==> src/hdl/dscl_pkg.sv <==
// Shared types and constants for the sorted, deduplicated cell list.
// Used by dscl_ctrl, dscl_datapath and dedup_sorted_cell_list.
package dscl_pkg;

    localparam int MAX_ENTRIES = 16;
    localparam int ENTRY_AW    = $clog2(MAX_ENTRIES);
    localparam int CNT_W       = $clog2(MAX_ENTRIES + 1);

    typedef enum logic [1:0] {
        REQ_INSERT = 2'd0,
        REQ_CLEAR  = 2'd1,
        REQ_READ   = 2'd2
    } req_e_t;

    typedef enum logic [2:0] {
        STAT_INSERTED  = 3'd0,
        STAT_DUPLICATE = 3'd1,
        STAT_FULL      = 3'd2,
        STAT_CLEARED   = 3'd3,
        STAT_READ_OK   = 3'd4,
        STAT_ROW_EMPTY = 3'd5
    } status_e_t;

    typedef enum logic [2:0] {
        ST_IDLE,
        ST_DISPATCH,
        ST_SCAN_RD,
        ST_SCAN_CMP,
        ST_SHIFT_RD,
        ST_SHIFT_CMP,
        ST_RESP
    } state_e_t;

    typedef struct packed {
        logic [17:0]        channel;
        logic [31:0]        hz;
        logic [8:0]         identity;
        logic [15:0]        strength;
        logic signed [15:0] margin;
    } entry_t;

    // Commands from the controller to the datapath.
    typedef struct packed {
        logic      latch_req;
        logic      idx_clear;
        logic      idx_inc;
        logic      rd_idx;
        logic      rd_pos;
        logic      rd_row;
        logic      pos_load;
        logic      pos_dec;
        logic      wr_shift;
        logic      wr_new;
        logic      fill_inc;
        logic      fill_clear;
        logic      out_load;
        status_e_t out_status;
    } dp_cmd_t;

    // Status from the datapath back to the controller.
    typedef struct packed {
        logic [1:0] req_type;
        logic       dup_hit;
        logic       weaker;
        logic       scan_done;
        logic       pos_zero;
        logic       full;
        logic       row_oob;
        logic       out_free;
    } dp_stat_t;

endpackage

==> src/hdl/dscl_ctrl.sv <==
// Controller state machine for the sorted cell list.
// Depends on dscl_pkg; drives dscl_datapath through dp_cmd_t.
module dscl_ctrl
    import dscl_pkg::*;
(
    input  logic     clk,
    input  logic     rst_n,
    input  logic     req_valid,
    output logic     req_ready,
    input  dp_stat_t stat,
    output dp_cmd_t  cmd
);

    state_e_t  state_reg, state_next;
    status_e_t result_reg, result_next;

    always_ff @(posedge clk or negedge rst_n)
    begin
        if (!rst_n)
        begin
            state_reg  <= ST_IDLE;
            result_reg <= STAT_INSERTED;
        end
        else
        begin
            state_reg  <= state_next;
            result_reg <= result_next;
        end
    end

    always_comb
    begin
        state_next     = state_reg;
        result_next    = result_reg;
        cmd            = '0;
        cmd.out_status = result_reg;
        req_ready      = 1'b0;

        unique case (state_reg)
            ST_IDLE:
            begin
                req_ready     = 1'b1;
                cmd.latch_req = req_valid;
                if (req_valid)
                begin
                    state_next = ST_DISPATCH;
                end
            end

            ST_DISPATCH:
            begin
                unique case (stat.req_type)
                    REQ_INSERT:
                    begin
                        cmd.idx_clear = 1'b1;
                        state_next    = ST_SCAN_RD;
                    end
                    REQ_CLEAR:
                    begin
                        cmd.fill_clear = 1'b1;
                        result_next    = STAT_CLEARED;
                        state_next     = ST_RESP;
                    end
                    default:
                    begin
                        // Reads, and the spare request code treated as a read.
                        if (stat.row_oob)
                        begin
                            result_next = STAT_ROW_EMPTY;
                        end
                        else
                        begin
                            cmd.rd_row  = 1'b1;
                            result_next = STAT_READ_OK;
                        end
                        state_next = ST_RESP;
                    end
                endcase
            end

            ST_SCAN_RD:
            begin
                if (stat.scan_done)
                begin
                    if (stat.full)
                    begin
                        result_next = STAT_FULL;
                        state_next  = ST_RESP;
                    end
                    else
                    begin
                        cmd.pos_load = 1'b1;
                        state_next   = ST_SHIFT_RD;
                    end
                end
                else
                begin
                    cmd.rd_idx = 1'b1;
                    state_next = ST_SCAN_CMP;
                end
            end

            ST_SCAN_CMP:
            begin
                if (stat.dup_hit)
                begin
                    result_next = STAT_DUPLICATE;
                    state_next  = ST_RESP;
                end
                else
                begin
                    cmd.idx_inc = 1'b1;
                    state_next  = ST_SCAN_RD;
                end
            end

            ST_SHIFT_RD:
            begin
                if (stat.pos_zero)
                begin
                    cmd.wr_new   = 1'b1;
                    cmd.fill_inc = 1'b1;
                    result_next  = STAT_INSERTED;
                    state_next   = ST_RESP;
                end
                else
                begin
                    cmd.rd_pos = 1'b1;
                    state_next = ST_SHIFT_CMP;
                end
            end

            ST_SHIFT_CMP:
            begin
                if (stat.weaker)
                begin
                    cmd.wr_shift = 1'b1;
                    cmd.pos_dec  = 1'b1;
                    state_next   = ST_SHIFT_RD;
                end
                else
                begin
                    cmd.wr_new   = 1'b1;
                    cmd.fill_inc = 1'b1;
                    result_next  = STAT_INSERTED;
                    state_next   = ST_RESP;
                end
            end

            ST_RESP:
            begin
                if (stat.out_free)
                begin
                    cmd.out_load = 1'b1;
                    state_next   = ST_IDLE;
                end
            end

            default:
            begin
                state_next = ST_IDLE;
            end
        endcase
    end

endmodule

==> src/hdl/dscl_datapath.sv <==
// Datapath of the sorted cell list: request registers, entry memory,
// scan and insert counters, fill count and the result register. Uses dscl_pkg.
module dscl_datapath
    import dscl_pkg::*;
(
    input  logic               clk,
    input  logic               rst_n,
    input  dp_cmd_t            cmd,
    output dp_stat_t           stat,
    input  logic [1:0]         req_type,
    input  logic [17:0]        channel_number,
    input  logic [31:0]        carrier_hz,
    input  logic [8:0]         cell_identity,
    input  logic [15:0]        strength,
    input  logic signed [15:0] margin,
    input  logic [3:0]         row,
    output logic               rsp_valid,
    input  logic               rsp_ready,
    output logic [2:0]         status,
    output logic [4:0]         entry_count,
    output logic [3:0]         insert_row,
    output logic [17:0]        out_channel,
    output logic [31:0]        out_hz,
    output logic [8:0]         out_identity,
    output logic [15:0]        out_strength,
    output logic signed [15:0] out_margin
);

    logic [1:0]          req_type_reg;
    entry_t              new_entry_reg;
    logic [3:0]          row_reg;
    logic [CNT_W-1:0]    idx_reg;
    logic [CNT_W-1:0]    pos_reg;
    logic [CNT_W-1:0]    fill_reg;
    logic [CNT_W-1:0]    pos_m1;
    entry_t              mem [MAX_ENTRIES];
    entry_t              rd_data_reg;
    logic [ENTRY_AW-1:0] rd_addr;
    logic                rd_en;
    logic                wr_en;
    entry_t              wr_data;
    logic                rsp_valid_reg;
    status_e_t           status_reg;
    logic [4:0]          entry_count_reg;
    logic [3:0]          insert_row_reg;
    entry_t              out_entry_reg;

    assign pos_m1 = pos_reg - CNT_W'(1);

    always_ff @(posedge clk)
    begin
        if (cmd.latch_req)
        begin
            req_type_reg           <= req_type;
            new_entry_reg.channel  <= channel_number;
            new_entry_reg.hz       <= carrier_hz;
            new_entry_reg.identity <= cell_identity;
            new_entry_reg.strength <= strength;
            new_entry_reg.margin   <= margin;
            row_reg                <= row;
        end
    end

    always_ff @(posedge clk or negedge rst_n)
    begin
        if (!rst_n)
        begin
            idx_reg  <= '0;
            pos_reg  <= '0;
            fill_reg <= '0;
        end
        else
        begin
            if (cmd.idx_clear)
            begin
                idx_reg <= '0;
            end
            else if (cmd.idx_inc)
            begin
                idx_reg <= idx_reg + CNT_W'(1);
            end

            if (cmd.pos_load)
            begin
                pos_reg <= fill_reg;
            end
            else if (cmd.pos_dec)
            begin
                pos_reg <= pos_m1;
            end

            if (cmd.fill_clear)
            begin
                fill_reg <= '0;
            end
            else if (cmd.fill_inc)
            begin
                fill_reg <= fill_reg + CNT_W'(1);
            end
        end
    end

    // Entry memory: one write port, one registered read port.
    always_comb
    begin
        priority if (cmd.rd_idx)
        begin
            rd_addr = idx_reg[ENTRY_AW-1:0];
        end
        else if (cmd.rd_pos)
        begin
            rd_addr = pos_m1[ENTRY_AW-1:0];
        end
        else
        begin
            rd_addr = row_reg[ENTRY_AW-1:0];
        end
    end

    assign rd_en   = cmd.rd_idx | cmd.rd_pos | cmd.rd_row;
    assign wr_en   = cmd.wr_shift | cmd.wr_new;
    assign wr_data = cmd.wr_shift ? rd_data_reg : new_entry_reg;

    always_ff @(posedge clk)
    begin
        if (wr_en)
        begin
            mem[pos_reg[ENTRY_AW-1:0]] <= wr_data;
        end
        if (rd_en)
        begin
            rd_data_reg <= mem[rd_addr];
        end
    end

    // Result register.
    always_ff @(posedge clk or negedge rst_n)
    begin
        if (!rst_n)
        begin
            rsp_valid_reg <= 1'b0;
        end
        else if (cmd.out_load)
        begin
            rsp_valid_reg <= 1'b1;
        end
        else if (rsp_ready)
        begin
            rsp_valid_reg <= 1'b0;
        end
    end

    always_ff @(posedge clk)
    begin
        if (cmd.out_load)
        begin
            status_reg      <= cmd.out_status;
            entry_count_reg <= 5'(fill_reg);
            insert_row_reg  <= (cmd.out_status == STAT_INSERTED) ? 4'(pos_reg) : 4'd0;
            out_entry_reg   <= (cmd.out_status == STAT_READ_OK) ? rd_data_reg : '0;
        end
    end

    assign rsp_valid    = rsp_valid_reg;
    assign status       = status_reg;
    assign entry_count  = entry_count_reg;
    assign insert_row   = insert_row_reg;
    assign out_channel  = out_entry_reg.channel;
    assign out_hz       = out_entry_reg.hz;
    assign out_identity = out_entry_reg.identity;
    assign out_strength = out_entry_reg.strength;
    assign out_margin   = out_entry_reg.margin;

    assign stat.req_type  = req_type_reg;
    assign stat.dup_hit   = (rd_data_reg.identity == new_entry_reg.identity);
    assign stat.weaker    = (rd_data_reg.strength < new_entry_reg.strength);
    assign stat.scan_done = (idx_reg == fill_reg);
    assign stat.pos_zero  = (pos_reg == '0);
    assign stat.full      = (fill_reg == CNT_W'(MAX_ENTRIES));
    assign stat.row_oob   = ({{(CNT_W-4){1'b0}}, row_reg} >= fill_reg);
    assign stat.out_free  = ~rsp_valid_reg | rsp_ready;

    assert property (@(posedge clk) disable iff (!rst_n)
        fill_reg <= CNT_W'(MAX_ENTRIES))
        else $error("fill count beyond capacity");

    assert property (@(posedge clk) disable iff (!rst_n)
        cmd.fill_inc |-> (fill_reg < CNT_W'(MAX_ENTRIES)) && (pos_reg <= fill_reg))
        else $error("insert into a full list or past the last row");

    assert property (@(posedge clk) disable iff (!rst_n)
        cmd.out_load |-> (~rsp_valid_reg | rsp_ready))
        else $error("result overwritten before it was taken");

    assert property (@(posedge clk) disable iff (!rst_n)
        cmd.wr_shift |=> (pos_reg == $past(pos_reg) - CNT_W'(1)))
        else $error("shift did not move the insert position up");

endmodule

==> src/hdl/dedup_sorted_cell_list.sv <==
// Top level of the sorted, deduplicated cell list.
// Instantiates dscl_ctrl and dscl_datapath; types and constants from dscl_pkg.
//
//  Channel   Handshake             Beat contents
//  --------  --------------------  -----------------------------------------------
//  request   req_valid/req_ready   req_type, channel_number, carrier_hz,
//                                  cell_identity, strength, margin, row
//  response  rsp_valid/rsp_ready   status, entry_count, insert_row, out_channel,
//                                  out_hz, out_identity, out_strength, out_margin
//
// From an accepted request beat to its response beat: a clear or a read goes
// from dispatch straight to the response; an insert scans the stored rows and
// stops at a duplicate, reports a full list after the whole scan, and else
// moves each weaker entry down one row before it writes the new entry.
// The entry memory has a registered read, so each check or move is a read
// followed by a compare or write.
// Only one request is in flight; req_ready is high in the idle state only.
// A stalled response is held in the result register, and the controller waits
// with the next result until that beat is taken.
// Reset empties the list at once (fill count to zero); the memory is not swept.
module dedup_sorted_cell_list
    import dscl_pkg::*;
(
    input  logic               clk,
    input  logic               rst_n,
    input  logic               req_valid,
    output logic               req_ready,
    input  logic [1:0]         req_type,
    input  logic [17:0]        channel_number,
    input  logic [31:0]        carrier_hz,
    input  logic [8:0]         cell_identity,
    input  logic [15:0]        strength,
    input  logic signed [15:0] margin,
    input  logic [3:0]         row,
    output logic               rsp_valid,
    input  logic               rsp_ready,
    output logic [2:0]         status,
    output logic [4:0]         entry_count,
    output logic [3:0]         insert_row,
    output logic [17:0]        out_channel,
    output logic [31:0]        out_hz,
    output logic [8:0]         out_identity,
    output logic [15:0]        out_strength,
    output logic signed [15:0] out_margin
);

    // The controller sequences each request; the datapath owns the entry memory and the request and result registers.
    dp_cmd_t  cmd;
    dp_stat_t stat;

    dscl_ctrl u_ctrl (
        .clk       (clk),
        .rst_n     (rst_n),
        .req_valid (req_valid),
        .req_ready (req_ready),
        .stat      (stat),
        .cmd       (cmd)
    );

    // The datapath latches the request beat when the controller accepts it,
    // scans the stored identities, shifts weaker entries down and builds the
    // response beat in its result register.
    dscl_datapath u_datapath (
        .clk            (clk),
        .rst_n          (rst_n),
        .cmd            (cmd),
        .stat           (stat),
        .req_type       (req_type),
        .channel_number (channel_number),
        .carrier_hz     (carrier_hz),
        .cell_identity  (cell_identity),
        .strength       (strength),
        .margin         (margin),
        .row            (row),
        .rsp_valid      (rsp_valid),
        .rsp_ready      (rsp_ready),
        .status         (status),
        .entry_count    (entry_count),
        .insert_row     (insert_row),
        .out_channel    (out_channel),
        .out_hz         (out_hz),
        .out_identity   (out_identity),
        .out_strength   (out_strength),
        .out_margin     (out_margin)
    );

endmodule
==> config.mk <==
export PLATFORM = sky130hd
export DESIGN_NAME = dedup_sorted_cell_list
export DESIGN_NICKNAME = d
export VERILOG_FILES = /design/src/hdl/dscl_pkg.sv /design/src/hdl/dscl_ctrl.sv /design/src/hdl/dscl_datapath.sv /design/src/hdl/dedup_sorted_cell_list.sv
export SDC_FILE = /design/constraint.sdc
export NUM_CORES = 2
export LEC_CHECK = 0
export BUFFER_PORTS_ARGS = -buffer_cell sky130_fd_sc_hd__buf_2
export CORE_MARGIN = 5
export CORE_UTILIZATION = 55
export CTS_CLUSTER_DIAMETER = 200
export DETAILED_ROUTE_END_ITERATION = 6
export GPL_TIMING_DRIVEN = 0
export PLACE_DENSITY = 0.76
export SKIP_LAST_GASP = 1
export SYNTH_ARGS = -nofsm -noshare
export SYNTH_HDL_FRONTEND = slang
export SYNTH_SLANG_ARGS = --single-unit
==> constraint.sdc <==
create_clock -name clk -period 9.2 [get_ports clk]
set_input_delay 0.46 -clock clk [delete_from_list [all_inputs] [get_ports clk]]
set_output_delay 0.46 -clock clk [all_outputs]
set_load 0.005 [all_outputs]
; After elaboration in Yosys (flattened, before gate mapping)
; Memory sizes are Yosys's and may differ from the RTL's. A register that Yosys moved wholly into a read port is not among the register bits.
; Cells that the tools add are included.
; W data, S select, Z words.
[totals]
inputBits = 101
ram_bits = 1456
memories = 1
word_cells = 118
out_inout_bits = 105
register_bits = 222
[op_classes]
n_addsub = 3
n_reduce_logical = 12
muxes = 55
n_lt_le_gt_ge = 2
n_bitwise = 5
eq_ne = 19
[memory_table]
columns = name, words, word_bits, read_ports, rd_clocked_by_memory_dff, wr, line
row1 = u_datapath.mem, 16, 91, 1, 1, 1, dscl_datapath.sv:36  ; entry_t mem [MAX_ENTRIES];
[ops]
columns = operator, count
row1 = $mux W91, 1
row2 = $mux W3, 10
row3 = $mux W5, 6
row4 = $mux W1, 25
row5 = $pmux W3 S7, 1
row6 = $lt A16 B16 Y1, 1
row7 = $ne A2 B2 Y1 const B, 8
row8 = $pmux W3 S5, 1
row9 = $mux W2, 7
row10 = $eq A3 B3 Y1 const B, 4
row11 = $add A5 B1 Y5 const B, 2
row12 = $eq A9 B9 Y1, 1
row13 = $mux W4, 2
row14 = $reduce_bool A2 Y1, 4
row15 = $reduce_and A7 Y1, 1
row16 = $eq A3 B2 Y1 const B, 2
row17 = $logic_not A3 Y1, 2
row18 = $pmux W3 S2, 1
row19 = $eq A5 B5 Y1, 1
row20 = $eq A5 B5 Y1 const B, 1
row21 = $ge A4 B5 Y1, 1
row22 = $logic_not A5 Y1, 1
row23 = $reduce_bool A5 Y1, 1
row24 = $sub A5 B1 Y5 const B, 1
row25 = 8 further kinds, 11

; Longest topological paths before layout
[depth]
word_depth = 6
mapped_depth = 12
depth_no_buf = 9

; By module
; Synthesis repeated with hierarchy kept, for this count alone.
[unflattened]
cells_unflattened = 3758
area_unflattened_um2 = 71878.9
[modules_own_cells]
columns = mod, area_each_um2, seq_area_each_um2, n_inst, cells_each
row1 = dscl_datapath, 71339.7, 52860.7, 1, 3694
row2 = dscl_ctrl, 539.3, 150.1, 1, 64

; Worst setup path after synthesis
; Ideal clock, no wire load.
[synth_path]
path_kind = register to register
startpoint = reg u_datapath.pos_reg[0]
endpoint = mem u_datapath.mem[2][0] (netlist name) (enable)
t_arrival_ns = 7.600
period_less_slack_ns = 8.253
path_buffers = 0
path_slack_ns = 0.947
setup_ns = 0.653
t_required_ns = 8.547
path_stages_with_launch = 8
cell_sequence = dfrtp_1 -> inv_1 -> ha_1 -> nor4b_4 -> nor2_1 -> nor2_1 -> nand2_1 -> nor3_1
[synth_via]
elab_chain_len = 6
[synth_rtl]
columns = element, line
row1 = start: declaration, dscl_datapath.sv:33  ; logic [CNT_W-1:0] pos_reg;
row2 = start signal: assignment, dscl_datapath.sv:85  ; pos_reg <= fill_reg;
row3 = start signal: assignment, dscl_datapath.sv:89  ; pos_reg <= pos_m1;
row4 = $logic_not A5 Y1, dscl_datapath.sv:178  ; assign stat.pos_zero = (pos_reg == '0);
row5 = $mux W2, dscl_ctrl.sv:119  ; if (stat.pos_zero)
row6 = $pmux W2 S2, dscl_ctrl.sv:39  ; unique case (state_reg)
row7 = $or A1 B1 Y1, dscl_datapath.sv:121  ; assign wr_en = cmd.wr_shift | cmd.wr_new;
row8 = $mux W1, dscl_datapath.sv:126  ; if (wr_en)
row9 = $mux W1 (not written as such), dscl_datapath.sv:128  ; mem[pos_reg[ENTRY_AW-1:0]] <= wr_data;
row10 = end: declaration, dscl_datapath.sv:36
; Several ways; a longest one is shown, not always the timed one.

==> flow_summary.json <==
{
  "synth_cell_types": 56,
  "post_cts_buffers": 0,
  "placed_cell_area_um2": 72700,
  "yosysWarnings": 0,
  "use_met1_pct": 35.9,
  "finalPower_uw": 26000,
  "cpMaxStageDelayCell": "o21ai_1",
  "dieHeight_um": 361,
  "ios": 206,
  "syn_to_final_growth_pct": 16.6,
  "vdd_ir_drop_max_uv": 251,
  "fp.dieW_um": 361,
  "critical_path_required_ps": 9630,
  "regArea_um2": 53000,
  "max_slew_margin_pct": 3.85,
  "first_global_vias": 37190,
  "synthCells": 3596,
  "fin_cells": 5943,
  "dr.pass1.iters": 5,
  "hold_violations": 0,
  "avgRoutedWirePerCell_um": 29.6,
  "syn_area_um2": 67700,
  "drive_gt1_share_pct": 17.8,
  "clock.fmax_ghz": 0.189,
  "finalCritPeriodShare_pct": 57.4,
  "outcome": "completed",
  "viasPerCell": 6.25,
  "detail-route-antenna-nets": 0,
  "rows": 128,
  "place.gp.congestion": 0.815,
  "clock-sinks": 1769,
  "synth-async-reset-ratio_pct": 1.24,
  "grtUsageMet3_pct": 5.75,
  "worstHoldPathType": "in2async",
  "cp-start-kind": "flop",
  "busiest_layer": "met2",
  "use_met2_pct": 42.1,
  "rsz0062_at_grt": "no",
  "nFillCells": 7993,
  "tightest_slew_ps": 1440,
  "path_common_cell": "clkbuf_1",
  "via_count": 37156,
  "cts_root_buffer": "clkbuf_16",
  "cts_buffer_depth": 3,
  "core_area_um2": 122000,
  "grt_antenna_before_repair": 6,
  "synth_nets": 3724,
  "overflow": 0,
  "dpl.cell_count": 5534,
  "grt_max_degree": 50,
  "clk_latency_ps": 790,
  "cp.arrival_ps": 5710,
  "largest_reg_flops": 1456,
  "crit_chain": "ha_1, nand4_1, or3_1, o32ai_1, nor3_2, clkbuf_1, clkbuf_1, o21ai_1",
  "cts_tree": "yes",
  "p_leak_uw": 0.0276,
  "crit_fanout": 16,
  "slew_violations": 0,
  "fin_nets": 4312,
  "cts_buffers": 172,
  "path_class": "reg2reg",
  "cpPeakStageDelay_ps": 930,
  "grt_pass1_wl_um": 250000,
  "setup_viol": 0,
  "routed_wirelength_um": 176000,
  "r2r-end": "u_datapath.mem[8][20]",
  "tns_ps": 0,
  "grt_usage_pct": 26.4,
  "io_buffers": 205,
  "r2r-start": "u_datapath.rd_data_reg[31]",
  "ys_seq_elements": 1769,
  "floorplan.die_area_um2": 130000,
  "remaining_drc_errors": 0,
  "path_clk_slew_ps": 70,
  "critPathCaptureType": "flop",
  "multiInputGateArea_um2": 13600,
  "synth_edf_count": 1747,
  "finalInstanceArea_um2": 78900,
  "syn_area_per_cell_um2": 18.8,
  "h-tree-depth": 4,
  "initial_core_util_pct": 55.5,
  "synth_flop_cell": "edfxtp_1",
  "fin_skew_ps": 23.3,
  "dp_hpwl_um": 109000,
  "powerDensity_nw_per_um2": 329,
  "drt_iter0_drc": 5089,
  "finalHoldWorstSlack_ps": 203,
  "cap_violations": 0,
  "regToRegSetupSlack_ps": 3920,
  "period_minus_slack_ps": 5280,
  "reg2reg_depth": 8,
  "ys_seq_area_share_pct": 78.3
}
## power breakdown
part           switching, uW  total, uW  internal, uW
Combinational           5540       8630          3090
Sequential               345      10700         10400
Clock                   2900       6610          3710
## cell usage after synthesis, types with 14 or more instances
master / n / area share [%]
o22ai_1: 364 / 3.4
mux2_2: 82 / 1.4
nor2_1: 29 / 0.16
nor3_1: 14 / 0.10
mux2i_1: 741 / 11
inv_1: 30 / 0.17
buf_2: 60 / 0.44
or4_1: 91 / 1.0
clkbuf_1: 66 / 0.37
edfxtp_1: 1747 / 77
o21ai_0: 22 / 0.16
buf_6: 42 / 0.70
dfrtp_1: 22 / 0.81
nand2_1: 34 / 0.19
ha_1: 27 / 0.50
and2_1: 96 / 0.89
## worst max-delay path by stage
stage | from | to | cells past startpoint
2_1_floorplan | u_datapath.pos_reg[0] | u_datapath.mem[2][0] | 7
3_3_place_gp | u_datapath.pos_reg[0] | u_datapath.mem[0][8] | 7
3_5_place_dp | u_datapath.rd_data_reg[31] | u_datapath.mem[11][21] | 8
4_1_cts | u_datapath.rd_data_reg[31] | u_datapath.mem[6][20] | 8
5_1_grt | u_datapath.rd_data_reg[31] | u_datapath.mem[10][18] | 8
6_report | u_datapath.rd_data_reg[31] | u_datapath.mem[8][20] | 8
## routing by layer
layer | part of all wire [%] | up-vias
met5 | 0.0040 | -
met4 | 4.2 | 2
met3 | 11 | 436
met2 | 47 | 2438
met1 | 38 | 18604
li1 | - | 15676
## final cells by class
class,instances,area share [%]
clock buffer,221,5.91
multi-input combinational,1610,17.3
clock inverter,86,0.720
sequential,1769,67.2
inverter,32,0.152
buffer,185,1.40
tap,1625,2.58
antenna,1,0.00317
timing repair buffer,414,4.81
## cells by family (layout without fill, tap and decap cells)
kind of cell             count (synthesis)  in the layout  synth area share [%]
AO/OA/AOI/OAI                          428            428                  3.99
XOR/XNOR                                21             21                 0.272
adder cells (fa/ha/maj)                 27             27                 0.499
buffers and inverters                  217            938                  1.81
flip-flops                            1769           1769                  78.3
multiplexers                           823            823                  12.3
other                                    0              1                     0
AND/OR/NAND/NOR                        311            311                  2.83
## cell usage in the layout (no fill, tap or decap), types with 9 or more instances in the layout
| master | Yosys | layout |
|---|---|---|
| a21oi_1 | 12 | 11 |
| and2_1 | 96 | 95 |
| buf_1 | 11 | 11 |
| buf_12 | 0 | 50 |
| buf_2 | 60 | 265 |
| buf_4 | 6 | 11 |
| buf_6 | 42 | 86 |
| clkbuf_1 | 66 | 106 |
| clkbuf_16 | 0 | 180 |
| clkinv_1 | 1 | 36 |
| clkinv_2 | 0 | 32 |
| dfrtp_1 | 22 | 22 |
| dlygate4sd3_1 | 0 | 100 |
| edfxtp_1 | 1747 | 1747 |
| ha_1 | 27 | 27 |
| inv_1 | 30 | 30 |
| inv_6 | 0 | 9 |
| mux2_2 | 82 | 82 |
| mux2i_1 | 741 | 741 |
| nand2_1 | 34 | 33 |
| nor2_1 | 29 | 17 |
| nor2_4 | 0 | 12 |
| nor3_1 | 14 | 9 |
| o21ai_1 | 1 | 16 |
| o22ai_1 | 364 | 364 |
| or4_1 | 91 | 91 |
| xnor2_1 | 9 | 9 |
| xor2_1 | 12 | 12 |
## metrics by stage
step                      utilization [%]  setup WS, ps
after detailed placement             59.6          3430
after global routing                 64.7          3690
after global placement               58.0         -6890
after floorplan                         -           947
final                                64.7          3920
after CTS                            64.7          3410
## critical path: cells and delay by family, from the launching register on
| kind | cells | cell delay, ps |
|---|---|---|
| compound gates | 2 | 1800 |
| fa+ha+maj | 1 | 350 |
| buf+inv | 2 | 1210 |
| flops | 1 | 510 |
| simple gates | 3 | 1030 |
## what timing repair did
action | 4_1_cts | 5_1_grt
endpoints found under the hold margin | 121 | 0
resized for setup | 0 | 0
hold buffers | 100 | 0
Note: power is estimated with default switching activity, not from simulation.
